$ cat src/sv/slru_pkg.sv
`timescale 1ns / 1ps
// ----------------------------------------------------------------------------
// slru_pkg
// Shared constants, types and codes of the set-associative LRU cache.
// ----------------------------------------------------------------------------
package slru_pkg;

  localparam int unsigned LINES       = 64;
  localparam int unsigned BLOCK_WORDS = 16;
  localparam int unsigned ADDR_BITS   = 32;

  localparam int unsigned LINE_W = $clog2(LINES);
  localparam int unsigned WORD_W = $clog2(BLOCK_WORDS);
  localparam int unsigned CNT_W  = LINE_W + 1;
  localparam int unsigned DATA_W = 32;
  localparam int unsigned TAG_W  = 32;
  localparam int unsigned AGE_W  = 6;
  localparam int unsigned CFG_W  = 3;
  localparam int unsigned IDX_W  = 2;

  localparam logic [AGE_W-1:0] AGE_MAX     = '1;
  localparam logic [CFG_W-1:0] OB_MAX      = CFG_W'(WORD_W);
  localparam logic [CFG_W-1:0] LB_MAX      = CFG_W'(LINE_W);
  localparam logic [CFG_W-1:0] OB_RESET    = 3'd4;
  localparam logic [CFG_W-1:0] LB_RESET    = 3'd6;
  localparam logic [CFG_W-1:0] WB_RESET    = 3'd2;

  localparam logic [IDX_W-1:0] CFG_OFFSET_BITS = 2'd0;
  localparam logic [IDX_W-1:0] CFG_LINE_BITS   = 2'd1;
  localparam logic [IDX_W-1:0] CFG_WAY_BITS    = 2'd2;

  localparam logic KIND_READ  = 1'b0;
  localparam logic KIND_WRITE = 1'b1;

  typedef enum logic [2:0] {
    ST_IDLE,
    ST_SCAN,
    ST_SCAN_END,
    ST_AGE,
    ST_AGE_END,
    ST_DATA,
    ST_RESP
  } state_e;

  typedef struct packed {
    logic [TAG_W-1:0] tag;
    logic [AGE_W-1:0] age;
  } meta_t;

  typedef struct packed {
    logic accept;
    logic cnt_clr;
    logic issue;
    logic phase_age;
    logic set_valid;
    logic data_go;
    logic fill_step;
    logic out_load;
  } cmd_t;

  typedef struct packed {
    logic last;
    logic fill_last;
    logic out_busy;
    logic hit;
  } sts_t;

endpackage

$ cat src/sv/slru_ctrl.sv
`timescale 1ns / 1ps
// ----------------------------------------------------------------------------
// slru_ctrl
// Access sequencer: tag scan, age update, data access or line fill, response.
// ----------------------------------------------------------------------------
module slru_ctrl import slru_pkg::*; (
  input  logic clk_i,
  input  logic rst_ni,
  input  logic in_valid_i,
  output logic in_ready_o,
  input  sts_t sts_i,
  output cmd_t cmd_o
);

  state_e state_q, state_d;

  always_ff @(posedge clk_i or negedge rst_ni) begin
    if (!rst_ni) begin
      state_q <= ST_IDLE;
    end else begin
      state_q <= state_d;
    end
  end

  always_comb begin
    state_d = state_q;
    unique case (state_q)
      ST_IDLE:     if (in_valid_i) state_d = ST_SCAN;
      ST_SCAN:     if (sts_i.last) state_d = ST_SCAN_END;
      ST_SCAN_END: state_d = ST_AGE;
      ST_AGE:      if (sts_i.last) state_d = ST_AGE_END;
      ST_AGE_END:  state_d = ST_DATA;
      ST_DATA:     if (sts_i.hit || sts_i.fill_last) state_d = ST_RESP;
      ST_RESP:     if (!sts_i.out_busy) state_d = ST_IDLE;
      default:     state_d = ST_IDLE;
    endcase
  end

  always_comb begin
    cmd_o      = '0;
    in_ready_o = 1'b0;
    unique case (state_q)
      ST_IDLE: begin
        in_ready_o    = 1'b1;
        cmd_o.accept  = in_valid_i;
        cmd_o.cnt_clr = in_valid_i;
      end
      ST_SCAN:     cmd_o.issue = 1'b1;
      ST_SCAN_END: cmd_o.cnt_clr = 1'b1;
      ST_AGE: begin
        cmd_o.issue     = 1'b1;
        cmd_o.phase_age = 1'b1;
      end
      ST_AGE_END: begin
        cmd_o.phase_age = 1'b1;
        cmd_o.cnt_clr   = 1'b1;
        cmd_o.set_valid = 1'b1;
      end
      ST_DATA: begin
        cmd_o.data_go   = sts_i.hit;
        cmd_o.fill_step = !sts_i.hit;
      end
      ST_RESP:     cmd_o.out_load = !sts_i.out_busy;
      default:     cmd_o = '0;
    endcase
  end

endmodule

$ cat config.mk
export PLATFORM = sky130hd
export DESIGN_NAME = slru_ctrl
export DESIGN_NICKNAME = d
export VERILOG_FILES = /design/src/sv/slru_pkg.sv /design/src/sv/slru_ctrl.sv
export SDC_FILE = /design/constraint.sdc
export NUM_CORES = 1
export LEC_CHECK = 0
export ABC_AREA = 0
export BUFFER_PORTS_ARGS = -buffer_cell sky130_fd_sc_hd__buf_4
export CORE_AREA = 2 2 39 41
export DETAILED_ROUTE_END_ITERATION = 10
export DIE_AREA = 0 0 41 43
export PLACE_DENSITY = 0.39
export SYNTH_ARGS = -nofsm -noshare
export SYNTH_HDL_FRONTEND = slang
export SYNTH_SLANG_ARGS = --single-unit
$ cat constraint.sdc
create_clock -name clk_i -period 3.2 [get_ports clk_i]
set_clock_uncertainty 0.1 [all_clocks]
set_input_delay 0.96 -clock clk_i [delete_from_list [all_inputs] [get_ports clk_i]]
set_output_delay 0.96 -clock clk_i [all_outputs]
set_load 0.1 [all_outputs]
==> reports/summary.log, run 1 <==
[placed_design] post-detailed-placement half-perimeter wirelength 480 um
[global_routing] wire length of the first global-routing pass 1.00 mm
[global_routing] overall fraction of global-route tracks in use 0.0856
[global_routing] pin count of the biggest net entering global routing 14
[cells_and_area] Layout Area Growth over Synthesis 65.6%
[floorplanning] Core Rows 14
[setup_path] worst reg2reg path endpoint state_q[1]
[floorplanning] Floorplan Core Area 1380 sq um
[sta] minimum clock period 2.71 ns
[logic_synthesis] Net Count, Synth 35
[setup_path] Critical Path RT 2.14 ns
[setup_path] crit path max fanout 13
[logic_synthesis] unique cell type count in the Yosys netlist 21
[setup_path] worst r2r path cells 3
[clock_network] Clock Latency Late Sink 0.23 ns
[cells_and_area] share of the core filled with cells 0.317
[floorplanning] initial core utilization 0.192
[logic_synthesis] post-synthesis instance total 28
[floorplanning] Die Span Y 43 um
[sta] final cycle utilization of the critical path 0.847
[detailed_routing] number of vias in the routed layout 268
[logic_synthesis] Seq/Total Area, Yosys 0.283
[cells_and_area] max reg flops 3
[floorplanning] # IOs 16
[detailed_routing] initial detailed-routing violation count 3
[cells_and_area] area used by multi-input combinational logic 198 sq um
[sta] Final Max Tran Viols 0
[clock_network] # hold bufs at CTS 0
[floorplanning] DIE WIDTH 41 um
[detailed_routing] via-per-instance ratio 4.47
[detailed_routing] Post-Route WL 615 um
[clock_network] library cell used as clock root buffer clkbuf_4
[global_routing] number of antenna violations at the first check in global routing 0
[setup_path] critical setup path kind register to primary output
[global_routing] total gr overflow 0
[setup_path] arrival time of the worst setup path 1.65 ns
[logic_synthesis] post-synthesis register bit count 3
[cells_and_area] register ranked first by flip-flop count state_q
[clock_network] cts bufs inserted 3
[clock_network] post-CTS clock slew at the launch and capture registers of the worst setup and hold paths 0.04 ns
[setup_path] Critical Path End Type primary output
[hold_path] Min-Delay Path Class primary input to async pin
[setup_path] Worst Setup Start Kind register
[logic_synthesis] synthesized area 265 sq um
[sta] Finish-stage setup viols 0
[sta] setup repair after global routing missed its margin false
[clock_network] maximum root-to-sink buffer count 2
[sta] Worst Tran Pin Value 0.634 ns
[cells_and_area] number of diodes added for antenna fixing 0
[detailed_routing] post-detailed-route wirelength per cell 10.3 um
[detailed_routing] remaining antenna violation count 0
[sta] total negative slack for setup checks 0 ns
[global_routing] vias in the first global route 254
[placed_design] RePlAce Congestion 0.668
[setup_path] launch instance of the worst register-to-register path state_q[2]
[placed_design] total cell area at the placement stage 413 sq um
[clock_network] Sinks on Clock Net 3
[sta] number of hold violations in the final report 0
[sta] Max Fclk 369 MHz
[clock_network] maximum level of the CTS H-tree 1
[setup_path] slack of the worst reg-to-reg path 1.85 ns
[clock_network] TritonCTS clock tree done
[cells_and_area] layout cells sized above 1 0.614
[clock_network] cells resized by post-CTS repair 0
[cells_and_area] post-route standard cell area excluding fillers 439 sq um
[placed_design] count of buffers inserted at the top-level ports 15
[logic_synthesis] number of warnings issued by yosys 0
[cells_and_area] Final Net Count 52
[cells_and_area] filler cell count 154
[detailed_routing] DR pass1 iterations 2
[detailed_routing] Residual DRC 0
[logic_synthesis] Post-Synthesis Mean Instance Area 9.47 sq um
[cells_and_area] largest registers in the final layout state_q (3)
[run] number of violations of the max-capacitance limit 0
[floorplanning] Die Area 1760 sq um
[status] outcome complete, no violations
[clock_network] number of buffers inserted by post-CTS setup repair 0
[sta] worst relative slew slack 0.578
[cells_and_area] area taken by flip-flops and latches 75.1 sq um
worst max-delay path, stage by stage, from the launching register on:
cell	delay (ns)
dfrtp_1	0.74
nor3_1	0.15
a211oi_2	0.21
buf_4	0.31
cells in the final DEF, fill, tap and decap left out, types with 2 or more instances in the layout:
| cell | instances |
|---|---|
| nor3_4 | 2 |
| nor3b_4 | 2 |
| buf_4 | 15 |
| inv_1 | 2 |
| dfrtp_1 | 3 |
| o21ai_1 | 2 |
| clkbuf_4 | 3 |
metrics by stage:
step | hold slack, ns | setup WS, ns | std cells
after global placement | 0.649 | 0.511 | 56
final | 0.410 | 0.489 | 60
after CTS | 0.401 | 0.469 | 60
after detailed placement | 0.651 | 0.504 | 56
after floorplan | 0.521 | -0.151 | 28
after global routing | 0.391 | 0.376 | 60
layout make-up:
class / instances / share of cell area
clock buffer: 4 / 0.0598
inverter: 2 / 0.0171
multi-input combinational: 20 / 0.450
tap: 16 / 0.0456
timing repair buffer: 15 / 0.256
sequential: 3 / 0.171
logic make-up (layout without fill, tap and decap cells):
logic type | count (synthesis) | count (layout) | synth area share
compound gates | 8 | 8 | 0.250
buf+inv | 5 | 21 | 0.127
flops | 3 | 3 | 0.283
simple gates | 12 | 12 | 0.340
routing by layer:
layer  track usage  wire (um)
met1        0.0942        254
met2         0.128        324
met3        0.0157         37
met4        0.0800          0
met5             0          0
how the worst max path moves through the flow:
| stage | start | to | slack, ns |
|---|---|---|---|
| after floorplan | in_valid_i | cmd_o[6] | -0.15 |
| after global placement | sts_i[1] | cmd_o[0] | 0.51 |
| after detailed placement | sts_i[1] | cmd_o[0] | 0.50 |
| after CTS | state_q[1] | cmd_o[6] | 0.47 |
| after global routing | state_q[1] | cmd_o[6] | 0.38 |
| final | state_q[1] | cmd_o[6] | 0.49 |
synthesized netlist by cell type, drive strengths merged:
| master | count | area (sq um) |
|---|---|---|
| inv | 2 | 7.51 |
| nand2 | 1 | 3.75 |
| nor3 | 3 | 20.0 |
| nor2 | 1 | 3.75 |
| a21o | 1 | 7.51 |
| and2b | 1 | 10.0 |
| o21a | 1 | 7.51 |
| o21ai | 2 | 10.0 |
| o221ai | 1 | 8.76 |
| and4bb | 1 | 12.5 |
| a32o | 1 | 10.0 |
| and2 | 1 | 6.26 |
| a221oi | 1 | 15.0 |
| dfrtp | 3 | 75.1 |
| nor2b | 1 | 6.26 |
| buf | 3 | 26.3 |
| a211oi | 1 | 7.51 |
| nor3b | 3 | 27.5 |
Power of run 1 is not shown: default switching activity piles up to over one toggle a cycle in this logic, so the estimate is an artifact.
==> run 2: changes to the inputs <==
ABC_AREA = 1   (was 0)
PLACE_DENSITY = 0.4   (was 0.39)
clock period = 2.6 ns   (was 3.2 ns; I/O delays follow)
==> reports/summary.log, run 2 <==
[sta] setup repair after global routing missed its margin false
[logic_synthesis] post-synthesis instance total 49
[setup_path] critical setup path kind register to primary output
[clock_network] number of buffers inserted by post-CTS setup repair 0
[cells_and_area] Final Net Count 76
[global_routing] wire length of the first global-routing pass 1.19 mm
[logic_synthesis] synth top area cells dfrtp_1, nand3_1, inv_1
[sta] Finish-stage setup viols 0
[setup_path] slack of the worst reg-to-reg path 1.31 ns
[status] outcome complete, no violations
[setup_path] Worst Path Buf+Inv 2
[clock_network] cells resized by post-CTS repair 0
[detailed_routing] DR pass1 iterations 4
[cells_and_area] commonest cells after routing, fill and taps aside buf_4, nand2_1, nand3_1
[logic_synthesis] Post-synth ARST share 1.00
[clock_network] cts bufs inserted 3
[cells_and_area] number of diodes added for antenna fixing 0
[cells_and_area] leading cell type in the layout, fill and taps excluded buf_4
[placed_design] post-detailed-placement half-perimeter wirelength 617 um
[logic_synthesis] Synth top area share 0.268
[setup_path] Cell Chain, Critical Path nor2_1 -> nand2_1 -> nor2_4 -> nor2_4 -> clkinvlp_4 -> buf_4
[floorplanning] # IOs 16
[clock_network] maximum level of the CTS H-tree 1
[detailed_routing] remaining antenna violation count 0
[logic_synthesis] unique cell type count in the Yosys netlist 11
[global_routing] number of antenna violations at the first check in global routing 0
[setup_path] most repeated library cell on the critical path nor2_4
[sta] Worst Tran Pin Value 0.278 ns
[cells_and_area] Layout Area Growth over Synthesis 73.2%
[global_routing] total gr overflow 0
[global_routing] overall fraction of global-route tracks in use 0.0947
[cells_and_area] max reg flops 3
[floorplanning] Floorplan Core Area 1380 sq um
[cells_and_area] layout cells sized above 1 0.441
[logic_synthesis] dominant cell by count in the synthesized netlist inv_1
[logic_synthesis] leading register cell type out of synthesis dfrtp_1
[clock_network] TritonCTS clock tree done
[setup_path] beginning of the critical path state_q[0]
[floorplanning] Core Rows 14
[logic_synthesis] Seq/Total Area, Yosys 0.268
[logic_synthesis] post-synth top area cell dfrtp_1
[setup_path] arrival time of the worst setup path 1.55 ns
[detailed_routing] post-detailed-route wirelength per cell 8.70 um
[clock_network] # hold bufs at CTS 0
[clock_network] maximum root-to-sink buffer count 2
[setup_path] worst r2r path cells 6
[clock_network] Sinks on Clock Net 3
[setup_path] Slowest Stage Delay on Critical Path 0.45 ns
[logic_synthesis] number of warnings issued by yosys 0
[detailed_routing] number of vias in the routed layout 355
[cells_and_area] final standard cell count with taps included and fillers excluded 84
[detailed_routing] uppermost routed layer met3
[placed_design] count of buffers inserted at the top-level ports 15
[detailed_routing] initial detailed-routing violation count 13
[clock_network] post-CTS clock slew at the launch and capture registers of the worst setup and hold paths 0.04 ns
[detailed_routing] Post-Route WL 731 um
[setup_path] end of the critical path cmd_o[6]
[cells_and_area] filler cell count 166
[detailed_routing] Residual DRC 0
[setup_path] Worst Setup Start Kind register
[detailed_routing] met1 wire length 321 um
[sta] Max Fclk 411 MHz
[placed_design] RePlAce Congestion 0.685
[sta] minimum clock period 2.43 ns
[logic_synthesis] post-synthesis register bit count 3
[floorplanning] initial core utilization 0.203
[floorplanning] Die Span Y 43 um
[setup_path] critical-path cell with the highest stage delay dfrtp_1
[detailed_routing] sum of met3 wire segment lengths after detailed routing 54 um
[logic_synthesis] Net Count, Synth 56
[clock_network] Clock Latency Late Sink 0.23 ns
[setup_path] cell family contributing the most delay on the critical path simple AND/OR/NAND/NOR gates
[global_routing] pin count of the biggest net entering global routing 8
[floorplanning] Die Area 1760 sq um
[setup_path] critical path depth 6
[sta] number of hold violations in the final report 0
[detailed_routing] routed wire length on met2 354 um
[setup_path] Critical Path RT 1.72 ns
[setup_path] launch instance of the worst register-to-register path state_q[1]
[clock_network] library cell used as clock root buffer clkbuf_4
[setup_path] crit path max fanout 5
[sta] final cycle utilization of the critical path 0.936
[global_routing] vias in the first global route 331
[logic_synthesis] Post-Synthesis Mean Instance Area 5.72 sq um
[sta] Final Max Tran Viols 0
[logic_synthesis] number of enable flip-flop cells after synthesis 0
[placed_design] dpl cells 80
[logic_synthesis] commonest cells in the synthesized netlist inv_1, nand2_1, nand3_1
[sta] worst relative slew slack 0.816
[setup_path] Critical Path End Type primary output
[floorplanning] DIE WIDTH 41 um
[cells_and_area] largest registers in the final layout state_q (3)
[run] number of violations of the max-capacitance limit 0
[setup_path] worst reg2reg path endpoint state_q[2]
[hold_path] Min-Delay Path Class primary input to async pin
[cells_and_area] register ranked first by flip-flop count state_q
[detailed_routing] via-per-instance ratio 4.23
[logic_synthesis] synthesized area 280 sq um
## run 2: changes by cell type after synthesis, sizes merged, moves of 3 or more
| cell | before | now |
|---|---|---|
| buf | 3 | 0 |
| inv | 2 | 13 |
| nand2 | 1 | 9 |
| nand3 | 0 | 9 |
| nor2 | 1 | 10 |
| nor3 | 3 | 0 |
| nor3b | 3 | 0 |
## run 2: per-stage QoR
stage          area, sq um   util  setup WS (ns)  hold slack, ns  setup TNS [ns]
3_5_place_dp           459  0.332          0.259           0.471               0
2_1_floorplan          327      -         -0.134           0.384          -0.160
3_3_place_gp           459  0.332          0.270           0.472               0
6_report               485  0.351          0.167           0.228               0
5_1_grt                485  0.351         0.0475           0.228               0
4_1_cts                485  0.351          0.162           0.225               0
## run 2: worst min-delay path by stage
stage | start | to | slack, ns
after floorplan | rst_ni | state_q[0] | 0.38
after global placement | rst_ni | state_q[1] | 0.47
after detailed placement | rst_ni | state_q[2] | 0.47
after CTS | rst_ni | state_q[0] | 0.23
after global routing | rst_ni | state_q[2] | 0.23
final | rst_ni | state_q[0] | 0.23
## run 2: cells by family after synthesis
logic type             count (synthesis)  synth area share
AOI/OAI and AO/OA                      3            0.0625
buffers and inverters                 13             0.174
DFF                                    3             0.268
and+or+nand+nor                       30             0.496
## run 2: layer usage
layer	vias to the layer above	track usage
met4	0	0.0400
met5	-	0
met1	150	0.127
li1	193	-
met2	12	0.141
met3	0	0.0209
## run 2: final cells by class
class	count	area, sq um	area share
flip-flops and latches	3	75.1	0.155
inverters	13	65.1	0.134
multi-input cells	33	186	0.384
clock buffers	4	26.3	0.0541
repair buffers	15	113	0.232
well taps	16	20.0	0.0412
Power of run 2 is left out for the same reason.
==> run 3: changes to the inputs <==
BUFFER_PORTS_ARGS = not set   (was -buffer_cell sky130_fd_sc_hd__buf_4)
DONT_BUFFER_PORTS = 1   (was not set)
PLACE_DENSITY = 0.3   (was 0.4)
clock period = 2.3 ns   (was 2.6 ns; I/O delays follow)
==> reports/summary.log, run 3 (same netlist as run 2, synthesis figures left out) <==
[status] outcome complete, no violations
[floorplanning] Die Span Y 43 um
[cells_and_area] leading cell type in the layout, fill and taps excluded nand3_1
[cells_and_area] Layout Area Growth over Synthesis 83.0%
[detailed_routing] Post-Route WL 740 um
[detailed_routing] Residual DRC 0
[setup_path] Critical Path RT 1.51 ns
[setup_path] Worst Setup Start Kind register
[cells_and_area] Final Net Count 70
[sta] Max Fclk 454 MHz
[global_routing] number of antenna violations at the first check in global routing 0
[detailed_routing] initial detailed-routing violation count 4
[sta] Finish-stage setup viols 0
[setup_path] crit path max fanout 7
[setup_path] Critical Path End Type primary output
[sta] final cycle utilization of the critical path 0.958
[global_routing] vias in the first global route 305
[global_routing] total gr overflow 0
[cells_and_area] largest registers in the final layout state_q (3)
[floorplanning] # IOs 16
[setup_path] critical-path cell with the highest stage delay dfrtp_1
[sta] worst relative slew slack 0.795
[global_routing] pin count of the biggest net entering global routing 8
[cells_and_area] commonest cells after routing, fill and taps aside nand3_1, inv_1, nand2_1
[sta] Worst Tran Pin Value 0.307 ns
[cells_and_area] register ranked first by flip-flop count state_q
[clock_network] post-CTS clock slew at the launch and capture registers of the worst setup and hold paths 0.04 ns
[cells_and_area] share of the core filled with cells 0.371
[sta] total negative slack for setup checks 0 ns
[clock_network] Clock Latency Late Sink 0.23 ns
[cells_and_area] max reg flops 3
[detailed_routing] remaining antenna violation count 0
[placed_design] RePlAce Congestion 0.811
[sta] crit path setup slack, layout 0.0961 ns
[detailed_routing] DR pass1 iterations 4
[sta] Final Max Tran Viols 0
[clock_network] cts bufs inserted 3
[sta] setup repair after global routing missed its margin false
[global_routing] overall fraction of global-route tracks in use 0.0937
[setup_path] worst r2r path cells 8
[setup_path] Slowest Stage Delay on Critical Path 0.49 ns
[floorplanning] Floorplan Core Area 1380 sq um
[placed_design] post-detailed-placement half-perimeter wirelength 674 um
[clock_network] library cell used as clock root buffer clkbuf_4
[floorplanning] Core Rows 14
[floorplanning] initial core utilization 0.203
[floorplanning] Die Area 1760 sq um
[cells_and_area] number of diodes added for antenna fixing 0
[detailed_routing] post-detailed-route wirelength per cell 9.49 um
[clock_network] maximum root-to-sink buffer count 2
[setup_path] critical setup path kind register to primary output
[setup_path] Cell Chain, Critical Path nor2_4 -> nand2_1 -> nand2_1 -> nor2_4 -> clkinvlp_4 -> buf_12
[clock_network] TritonCTS clock tree done
[clock_network] Sinks on Clock Net 3
[cells_and_area] filler cell count 160
[setup_path] arrival time of the worst setup path 1.41 ns
[detailed_routing] number of vias in the routed layout 327
[placed_design] Post-Place Worst Slack 0.310 ns
[sta] number of hold violations in the final report 0
[clock_network] number of buffers inserted by post-CTS setup repair 0
[detailed_routing] via-per-instance ratio 4.19
[setup_path] slack of the worst reg-to-reg path 0.77 ns
[clock_network] maximum level of the CTS H-tree 1
[floorplanning] DIE WIDTH 41 um
[global_routing] wire length of the first global-routing pass 1.17 mm
[placed_design] count of buffers inserted at the top-level ports 0
[sta] minimum clock period 2.20 ns
[run] number of violations of the max-capacitance limit 0
[sta] minimum hold slack 0.0570 ns
[cells_and_area] layout cells sized above 1 0.452
[hold_path] Min-Delay Path Class primary input to async pin
-- run 3: area by class of cell --
type                    count  area (sq um)  area share
multi-input cells          33           206       0.402
well taps                  16          20.0      0.0390
flip-flops and latches      3          77.6       0.151
clock buffers               4          26.3      0.0512
inverters                  13          65.1       0.127
repair buffers              9           118       0.229
-- run 3: stage by stage --
| step | instances | instance area (sq um) |
|---|---|---|
| final | 78 | 513 |
| after global routing | 78 | 513 |
| after CTS | 78 | 512 |
| after detailed placement | 74 | 485 |
| after global placement | 74 | 485 |
| after floorplan | 49 | 348 |
-- run 3: routing by layer --
layer  vias to the layer above  GRT usage  routed length (um)  part of all wire
met2                         8      0.144                 393              0.53
met1                       139      0.117                 310              0.42
met3                         0     0.0157                  35             0.047
met4                         0     0.0533                   0                 0
li1                        180          -                   -                 -
met5                         -          0                   0                 0
-- run 3: worst paths after layout --
kind,startpoint,endpoint
worst max-delay path,state_q[1],cmd_o[6]
worst min-delay path,rst_ni,state_q[0]
worst max register to register,state_q[0],state_q[2]
worst min register to register,state_q[2],state_q[0]
max in group asynchronous,rst_ni,state_q[2]
min in group clk_i,state_q[2],state_q[0]
-- run 3: repair_timing --
action | CTS | global route
gates resized for setup | 0 | 1
setup endpoints to repair | 0 | 1
hold buffers | 0 | 0
-- run 3: critical path, delay by kind of cell (launching register included) --
family,cells,cell delay (ns)
buffers and inverters,2,0.28
and+or+nand+nor,4,0.42
DFF,1,0.49
Power of run 3 is left out for the same reason.
